==> src/rtl/plim_pkg.sv <==
// ----------------------------------------------------------------------------
// plim_pkg
// Shared types and constants for the PDO power limiter pipeline.
// ----------------------------------------------------------------------------
package plim_pkg;

    localparam int unsigned WORD_W  = 32;
    localparam int unsigned NUM_W   = 16;
    localparam int unsigned VOLT_W  = 8;
    localparam int unsigned CUR_W   = 10;
    localparam int unsigned BUDG_W  = 8;
    localparam int unsigned BITS_PER_STAGE = 4;
    localparam int unsigned DIV_STAGES = NUM_W / BITS_PER_STAGE;

    localparam logic [1:0] PDO_TYPE_FIXED = 2'b00;

    // Fixed supply switches to a halved divisor above this budget
    localparam logic [BUDG_W-1:0] BUDGET_SPLIT = 8'd130;
    localparam logic [9:0]        FIX_SCALE_LO = 10'd500;
    localparam logic [9:0]        FIX_SCALE_HI = 10'd250;
    localparam logic [9:0]        PPS_SCALE    = 10'd100;

    // Coded programmable voltages and their values in 100 mV units
    localparam logic [VOLT_W-1:0] PPS_CODE_5V  = 8'd59;
    localparam logic [VOLT_W-1:0] PPS_CODE_9V  = 8'd110;
    localparam logic [VOLT_W-1:0] PPS_CODE_15V = 8'd160;
    localparam logic [VOLT_W-1:0] PPS_CODE_20V = 8'd210;
    localparam logic [VOLT_W-1:0] PPS_VAL_5V   = 8'd50;
    localparam logic [VOLT_W-1:0] PPS_VAL_9V   = 8'd90;
    localparam logic [VOLT_W-1:0] PPS_VAL_15V  = 8'd150;
    localparam logic [VOLT_W-1:0] PPS_VAL_20V  = 8'd200;

    localparam logic REG_BUDGET = 1'b0;

    typedef struct packed {
        logic [WORD_W-1:0] word;
        logic              last;
        logic              bypass;
        logic              fixed;
        logic [CUR_W-1:0]  cur;
        logic [VOLT_W-1:0] div;
        logic [VOLT_W-1:0] rem;
        logic [NUM_W-1:0]  quo;
    } t_div_item;

    typedef struct packed {
        logic [WORD_W-1:0] word;
        logic              last;
    } t_out_item;

endpackage

==> src/rtl/plim_decode.sv <==
// ----------------------------------------------------------------------------
// plim_decode
// Pick voltage, current and numerator out of a capability word; registered.
// ----------------------------------------------------------------------------
module plim_decode (
    input  logic                            i_clk,
    input  logic                            i_rst_n,
    input  logic [plim_pkg::BUDG_W-1:0]     i_budget,
    input  logic                            i_valid,
    output logic                            o_ready,
    input  logic [plim_pkg::WORD_W-1:0]     i_word,
    input  logic                            i_last,
    output logic                            o_valid,
    input  logic                            i_ready,
    output plim_pkg::t_div_item             o_item
);
    import plim_pkg::*;

    logic              r_valid;
    t_div_item         r_item;
    t_div_item         n_item;
    logic [VOLT_W-1:0] pps_volt;
    logic [VOLT_W-1:0] fix_volt;
    logic [NUM_W-1:0]  prod;
    logic              low_budget;

    assign o_ready = !r_valid || i_ready;

    always_comb begin
        pps_volt = i_word[24:17];
        if (pps_volt == PPS_CODE_5V) begin
            pps_volt = PPS_VAL_5V;
        end else if (pps_volt == PPS_CODE_9V) begin
            pps_volt = PPS_VAL_9V;
        end else if (pps_volt == PPS_CODE_15V) begin
            pps_volt = PPS_VAL_15V;
        end else if (pps_volt == PPS_CODE_20V) begin
            pps_volt = PPS_VAL_20V;
        end
        fix_volt   = i_word[18:11];
        low_budget = (i_budget <= BUDGET_SPLIT);

        n_item       = '0;
        n_item.word  = i_word;
        n_item.last  = i_last;
        n_item.fixed = (i_word[31:30] == PDO_TYPE_FIXED);
        // every budget times scale product fits in NUM_W bits
        if (n_item.fixed) begin
            n_item.cur = i_word[CUR_W-1:0];
            if (low_budget) begin
                prod       = NUM_W'(i_budget) * NUM_W'(FIX_SCALE_LO);
                n_item.div = fix_volt;
            end else begin
                prod       = NUM_W'(i_budget) * NUM_W'(FIX_SCALE_HI);
                n_item.div = {1'b0, fix_volt[VOLT_W-1:1]};
            end
        end else begin
            n_item.cur = {2'b00, i_word[7:0]};
            prod       = NUM_W'(i_budget) * NUM_W'(PPS_SCALE);
            n_item.div = pps_volt;
        end
        n_item.quo    = prod;
        n_item.bypass = (i_budget == '0) || (n_item.div == '0);
    end

    always_ff @(posedge i_clk) begin
        if (!i_rst_n) begin
            r_valid <= 1'b0;
        end else if (o_ready) begin
            r_valid <= i_valid;
        end
    end

    always_ff @(posedge i_clk) begin
        if (o_ready && i_valid) begin
            r_item <= n_item;
        end
    end

    assign o_valid = r_valid;
    assign o_item  = r_item;

endmodule

==> src/rtl/plim_div_stage.sv <==
// ----------------------------------------------------------------------------
// plim_div_stage
// Four restoring division steps on the numerator, registered.
// ----------------------------------------------------------------------------
module plim_div_stage (
    input  logic                i_clk,
    input  logic                i_rst_n,
    input  logic                i_valid,
    output logic                o_ready,
    input  plim_pkg::t_div_item i_item,
    output logic                o_valid,
    input  logic                i_ready,
    output plim_pkg::t_div_item o_item
);
    import plim_pkg::*;

    logic        r_valid;
    t_div_item   r_item;
    t_div_item   n_item;
    logic [VOLT_W:0] shifted;
    logic        ge;

    assign o_ready = !r_valid || i_ready;

    always_comb begin
        n_item = i_item;
        for (int k = 0; k < BITS_PER_STAGE; k++) begin
            shifted = {n_item.rem, n_item.quo[NUM_W-1]};
            ge      = (shifted >= {1'b0, n_item.div});
            if (ge) begin
                shifted = shifted - {1'b0, n_item.div};
            end
            n_item.rem = shifted[VOLT_W-1:0];
            n_item.quo = {n_item.quo[NUM_W-2:0], ge};
        end
    end

    always_ff @(posedge i_clk) begin
        if (!i_rst_n) begin
            r_valid <= 1'b0;
        end else if (o_ready) begin
            r_valid <= i_valid;
        end
    end

    always_ff @(posedge i_clk) begin
        if (o_ready && i_valid) begin
            r_item <= n_item;
        end
    end

    assign o_valid = r_valid;
    assign o_item  = r_item;

endmodule

==> src/rtl/plim_merge.sv <==
// ----------------------------------------------------------------------------
// plim_merge
// Clamp the quotient to the original current and rebuild the word; bypass items pass unchanged.
// ----------------------------------------------------------------------------
module plim_merge (
    input  logic                i_clk,
    input  logic                i_rst_n,
    input  logic                i_valid,
    output logic                o_ready,
    input  plim_pkg::t_div_item i_item,
    output logic                o_valid,
    input  logic                i_ready,
    output plim_pkg::t_out_item o_item
);
    import plim_pkg::*;

    logic             r_valid;
    t_out_item        r_item;
    t_out_item        n_item;
    logic [CUR_W-1:0] lim;

    assign o_ready = !r_valid || i_ready;

    always_comb begin
        if (i_item.quo > {{(NUM_W-CUR_W){1'b0}}, i_item.cur}) begin
            lim = i_item.cur;
        end else begin
            lim = i_item.quo[CUR_W-1:0];
        end
        n_item.last = i_item.last;
        if (i_item.bypass) begin
            n_item.word = i_item.word;
        end else if (i_item.fixed) begin
            n_item.word = {i_item.word[WORD_W-1:CUR_W], lim};
        end else begin
            n_item.word = {i_item.word[WORD_W-1:8], lim[7:0]};
        end
    end

    always_ff @(posedge i_clk) begin
        if (!i_rst_n) begin
            r_valid <= 1'b0;
        end else if (o_ready) begin
            r_valid <= i_valid;
        end
    end

    always_ff @(posedge i_clk) begin
        if (o_ready && i_valid) begin
            r_item <= n_item;
        end
    end

    assign o_valid = r_valid;
    assign o_item  = r_item;

endmodule

==> src/rtl/pd_source_pdo_power_limiter.sv <==
// ----------------------------------------------------------------------------
// pd_source_pdo_power_limiter
// Derates the current field of USB PD source capability words to a budget.
// ----------------------------------------------------------------------------
// Pipeline from input accept to o_m_tvalid: decode, four divider stages of
//   four quotient bits each, then clamp and merge, each stage registered.
// Throughput: one item per cycle; each stage holds its item under backpressure
//   and empty stages fill while the output waits.
// Reset: synchronous, active low; clears all stage valids and the budget to 0.
module pd_source_pdo_power_limiter (
    input  logic        i_clk,
    input  logic        i_rst_n,
    // APB configuration
    input  logic        i_psel,
    input  logic        i_penable,
    input  logic        i_pwrite,
    input  logic [2:0]  i_paddr,
    input  logic [31:0] i_pwdata,
    output logic [31:0] o_prdata,
    output logic        o_pready,
    // slave stream
    input  logic        i_s_tvalid,
    output logic        o_s_tready,
    input  logic [31:0] i_s_tdata,   // [31:0] pdo_word
    input  logic        i_s_tlast,   // pdo_is_last
    // master stream
    output logic        o_m_tvalid,
    input  logic        i_m_tready,
    output logic [31:0] o_m_tdata,   // [31:0] limited_pdo_word
    output logic        o_m_tlast    // limited_is_last
);
    import plim_pkg::*;

    logic [BUDG_W-1:0] r_budget;
    logic              wr_en;

    t_div_item         item   [DIV_STAGES+1];
    logic              valid  [DIV_STAGES+1];
    logic              ready  [DIV_STAGES+1];
    t_out_item         out_item;

    assign o_pready = 1'b1;
    assign wr_en    = i_psel && i_penable && i_pwrite && (i_paddr[2] == REG_BUDGET);

    always_ff @(posedge i_clk) begin
        if (!i_rst_n) begin
            r_budget <= '0;
        end else if (wr_en) begin
            r_budget <= i_pwdata[BUDG_W-1:0];
        end
    end

    always_comb begin
        if (i_paddr[2] == REG_BUDGET) begin
            o_prdata = {{(32-BUDG_W){1'b0}}, r_budget};
        end else begin
            o_prdata = '0;
        end
    end

    plim_decode u_decode (
        .i_clk    (i_clk),
        .i_rst_n  (i_rst_n),
        .i_budget (r_budget),
        .i_valid  (i_s_tvalid),
        .o_ready  (o_s_tready),
        .i_word   (i_s_tdata),
        .i_last   (i_s_tlast),
        .o_valid  (valid[0]),
        .i_ready  (ready[0]),
        .o_item   (item[0])
    );

    for (genvar g = 0; g < DIV_STAGES; g++) begin : g_div
        plim_div_stage u_div (
            .i_clk   (i_clk),
            .i_rst_n (i_rst_n),
            .i_valid (valid[g]),
            .o_ready (ready[g]),
            .i_item  (item[g]),
            .o_valid (valid[g+1]),
            .i_ready (ready[g+1]),
            .o_item  (item[g+1])
        );
    end

    plim_merge u_merge (
        .i_clk   (i_clk),
        .i_rst_n (i_rst_n),
        .i_valid (valid[DIV_STAGES]),
        .o_ready (ready[DIV_STAGES]),
        .i_item  (item[DIV_STAGES]),
        .o_valid (o_m_tvalid),
        .i_ready (i_m_tready),
        .o_item  (out_item)
    );

    assign o_m_tdata = out_item.word;
    assign o_m_tlast = out_item.last;

endmodule
==> config.mk <==
export PLATFORM = sky130hd
export DESIGN_NAME = pd_source_pdo_power_limiter
export DESIGN_NICKNAME = d
export VERILOG_FILES = /design/src/rtl/plim_pkg.sv /design/src/rtl/plim_decode.sv /design/src/rtl/plim_div_stage.sv /design/src/rtl/plim_merge.sv /design/src/rtl/pd_source_pdo_power_limiter.sv
export SDC_FILE = /design/constraint.sdc
export NUM_CORES = 1
export LEC_CHECK = 0
export ABC_AREA = 1
export BUFFER_PORTS_ARGS = -buffer_cell sky130_fd_sc_hd__buf_2
export CORE_ASPECT_RATIO = 0.6
export CORE_UTILIZATION = 40
export DETAILED_ROUTE_END_ITERATION = 6
export GPL_ROUTABILITY_DRIVEN = 0
export HOLD_SLACK_MARGIN = 0.03
export SYNTH_ARGS = -nofsm -noshare
export SYNTH_HDL_FRONTEND = slang
export SYNTH_SLANG_ARGS = --single-unit
==> constraint.sdc <==
create_clock -name i_clk -period 6.2 [get_ports i_clk]
set_input_delay 1.24 -clock i_clk [delete_from_list [all_inputs] [get_ports i_clk]]
set_output_delay 1.24 -clock i_clk [all_outputs]
set_load 0.02 [all_outputs]
==> metrics.md <==
| Metric | Value |
|---|---|
| First-pass iteration count of the detailed router | `5` |
| CP Launch Type | `flip-flop` |
| Worst endpoint required time | `6.48 ns` |
| Post-synthesis cell count | `2042` |
| Crit share post-route | `96.5%` |
| Pin slew with the least headroom to its limit | `1.07 ns` |
| Hold_buf cts | `0` |
| Clk network pwr share | `13.1%` |
| Setup ws final | `0.217 ns` |
| Pwr Density | `606 nW/um^2` |
| Synth cell types | `61` |
| Logic gate share of total power | `67.2%` |
| # DRC | `0` |
| Worst skew pair latency | `0.55 ns` |
| Final Hold Vio Count | `0` |
| Congestion Overflow GR | `0` |
| Sw power | `0.00684 W` |
| HP Class | `reg -> reg` |
| Main synth FF type | `edfxtp_1` |
| CTS tree | `yes` |
| Initial antenna violation count | `2` |
| Top post-synthesis cells by area | `edfxtp_1 50%, ha_1 12%, nand2_1 7.7%, inv_1 5.2%, fa_1 3.7%` |
| CP Class | `reg -> reg` |
| Routed vias | `15716` |
| Fillcell total | `4511` |
| DIE WIDTH | `299 um` |
| CTS buffer count | `34` |
| Sequential share of the synthesized area | `51.0%` |
| Chip height | `180 um` |
| Final HPWL DP | `37200 um` |
| Placed Cells | `3030` |
| Internal | `0.00923 W` |
| Port bufs | `91` |
| Nature of the critical path endpoint | `flip-flop` |
| Count leader, synth | `nand2_1` |
| H-tree levels | `2` |
| Detailed Route WL | `51000 um` |
| Longest Clk Path Bufs | `3` |
| Final Skew | `0.0278 ns` |
| Post-Syn Area | `21200 um^2` |
| YS warnings | `0` |
| Final std cells w/o fill | `3150` |
| Drt first-iter violations | `1155` |
| EDFF count, synth | `350` |
| Leak | `11.8 nW` |
| Final setup viols | `0` |
| Core area | `51600 um^2` |
| Clock root buffer master | `clkbuf_16` |
| Reg clk slew, reported paths | `0.07 ns` |
| Wire per inst | `16.2 um` |
| Outcome | `finished clean` |
| Critical Path AT | `6.26 ns` |
| Commonest cells post-synth | `434 x nand2_1, 350 x edfxtp_1, 293 x inv_1` |
| Worst slack, placed | `-0.162 ns` |
| Ports | `143` |
| Gr usage total | `17.8%` |
| FFs w/ async S/R, synth | `0%` |
| First-pass GRT wire length | `77000 um` |
| Overall Power | `0.0161 W` |
| RSZ-0062 raised after global routing | `true` |
| Nets | `2744` |
| Syn_area_per_cell | `10.4 um^2` |
| Flops & latches, synth | `364` |
| DP Area | `23900 um^2` |
| Worst vdd ir | `0.677 mV` |
| Worst-path fanout max | `8` |
| Die ar. | `53800 um^2` |
| Row cnt | `64` |
| Area growth, synth to finish | `25.4%` |
| Share of the synthesized area in the top cell type | `49.7%` |
| Max-slew violations | `0` |
| Design area | `26500 um^2` |
| Crit-path slowest cell | `edfxtp_1` |
| Starting density of the core | `41.0%` |
| Fmax achieved | `167 MHz` |
| Max-cap violations | `0` |
| Tmin final | `5.98 ns` |
| Largest net degree at the start of global routing | `69` |
| CP max stage delay | `0.47 ns` |
| CTS Sinks | `364` |
| Share of cells above drive strength 1 | `27.0%` |
| Antenna viol nets, final | `0` |
| Switching Share | `42.6%` |
| Vias/cell | `4.99` |
| Max_slew headroom | `28.4%` |
| Crit-path most repeated cell | `nand2_1` |
| Top cell type by total area after synthesis | `edfxtp_1` |
| Flop pwr share | `19.8%` |
| Number of global-route vias before repair | `14662` |
registers in the layout, summed over array words and instances (netlist names):
signal               flops
u_decode.o_valid         1
g_div.u_div.o_valid      4
r_budget                 8
u_decode.o_item         60
u_merge.o_valid          1
g_div.u_div.o_item     257
u_merge.o_item          33
stage by stage:
| stage | hold slack (ns) | setup TNS [ns] | util, % |
|---|---|---|---|
| after CTS | 0.394 | 0 | 48.7 |
| after global placement | 0.400 | -0.00353 | 46.4 |
| after floorplan | 0.400 | 0 | - |
| final | 0.396 | 0 | 51.4 |
| after detailed placement | 0.405 | -1.37 | 46.4 |
| after global routing | 0.411 | -1.70 | 51.4 |
kinds of logic after synthesis:
group           count (synthesis)  synth area share [%]
simple gates                  761                  16.3
other cells                     2                0.0355
fa+ha+maj                     235                  15.3
flops                         364                  51.0
compound gates                261                  7.38
xor+xnor                       77                  3.19
buf+inv                       342                  6.76
timing repair:
item / CTS / global route
gates cloned: 1 / 5
setup endpoints to repair: 26 / 28
endpoints found under the hold margin: 0 / 0
pin swaps: 3 / 64
gates resized for setup: 10 / 203
setup buffers: 3 / 52
layer usage:
layer  wire length (um)  vias to the layer above  global-route usage [%]  part of all wire (%)
li1                   -                     7691                       -                     -
met1              25800                     7509                    27.9                    51
met2              21300                      455                    25.5                    42
met3               3100                       61                    3.03                   6.1
met4                875                        0                    3.69                   1.7
met5                  0                        -                       0                     0
worst paths after layout:
check,cells past startpoint,endpoint,startpoint,slack [ns]
min reg2reg,0,g_div[0].u_div.o_item[39],u_decode.o_item[52],0.40
max reg2reg,43,g_div[1].u_div.o_item[16],g_div[0].u_div.o_item[31],0.22
min,0,g_div[0].u_div.o_item[39],u_decode.o_item[52],0.40
max,43,g_div[1].u_div.o_item[16],g_div[0].u_div.o_item[31],0.22
power groups by stage:
| stage | clock, W | sequential [W] | combinational, W |
|---|---|---|---|
| after floorplan | 0 | 0.00319 | 0.00597 |
| after global placement | 0 | 0.00322 | 0.00873 |
| after detailed placement | 0 | 0.00322 | 0.00899 |
| after CTS | 0.00215 | 0.00317 | 0.00917 |
| after global routing | 0.00225 | 0.00319 | 0.0119 |
| final | 0.00210 | 0.00318 | 0.0108 |
final cells by class:
cell class                 instances  area [um^2]  share of cell area (%)
sequential                       364        10800                    40.7
multi-input combinational       1365        10000                    37.9
timing repair buffer             365         2530                    9.55
inverter                         304         1160                    4.37
clock buffer                      42          881                    3.32
tap                              693          867                    3.27
clock inverter                    15          234                   0.882
antenna                            2         5.00                  0.0189
layout by cell type (no fill, tap or decap), drive strengths merged, types with 5 or more instances in the layout:
master  count
a21oi     118
a31oi       5
buf       364
clkbuf     43
clkinv      8
conb       25
dfxtp      14
edfxtp    350
fa         39
ha        196
inv       304
nand2     461
nand3      92
nand3b      6
nand4      30
nor2      146
nor3       11
nor4        6
o211ai      6
o21ai      88
o21bai      7
o221ai     10
or2        12
xnor2      22
xor2       55
worst max-delay path, delay by kind of cell, from the launching register on:
kind / cells / cell delay [ns]
compound gates: 4 / 0.74
xor+xnor: 1 / 0.09
fa+ha+maj: 4 / 0.95
buf+inv: 9 / 0.95
flops: 1 / 0.47
simple gates: 25 / 2.49
Note: power is estimated with default switching activity, not from simulation.
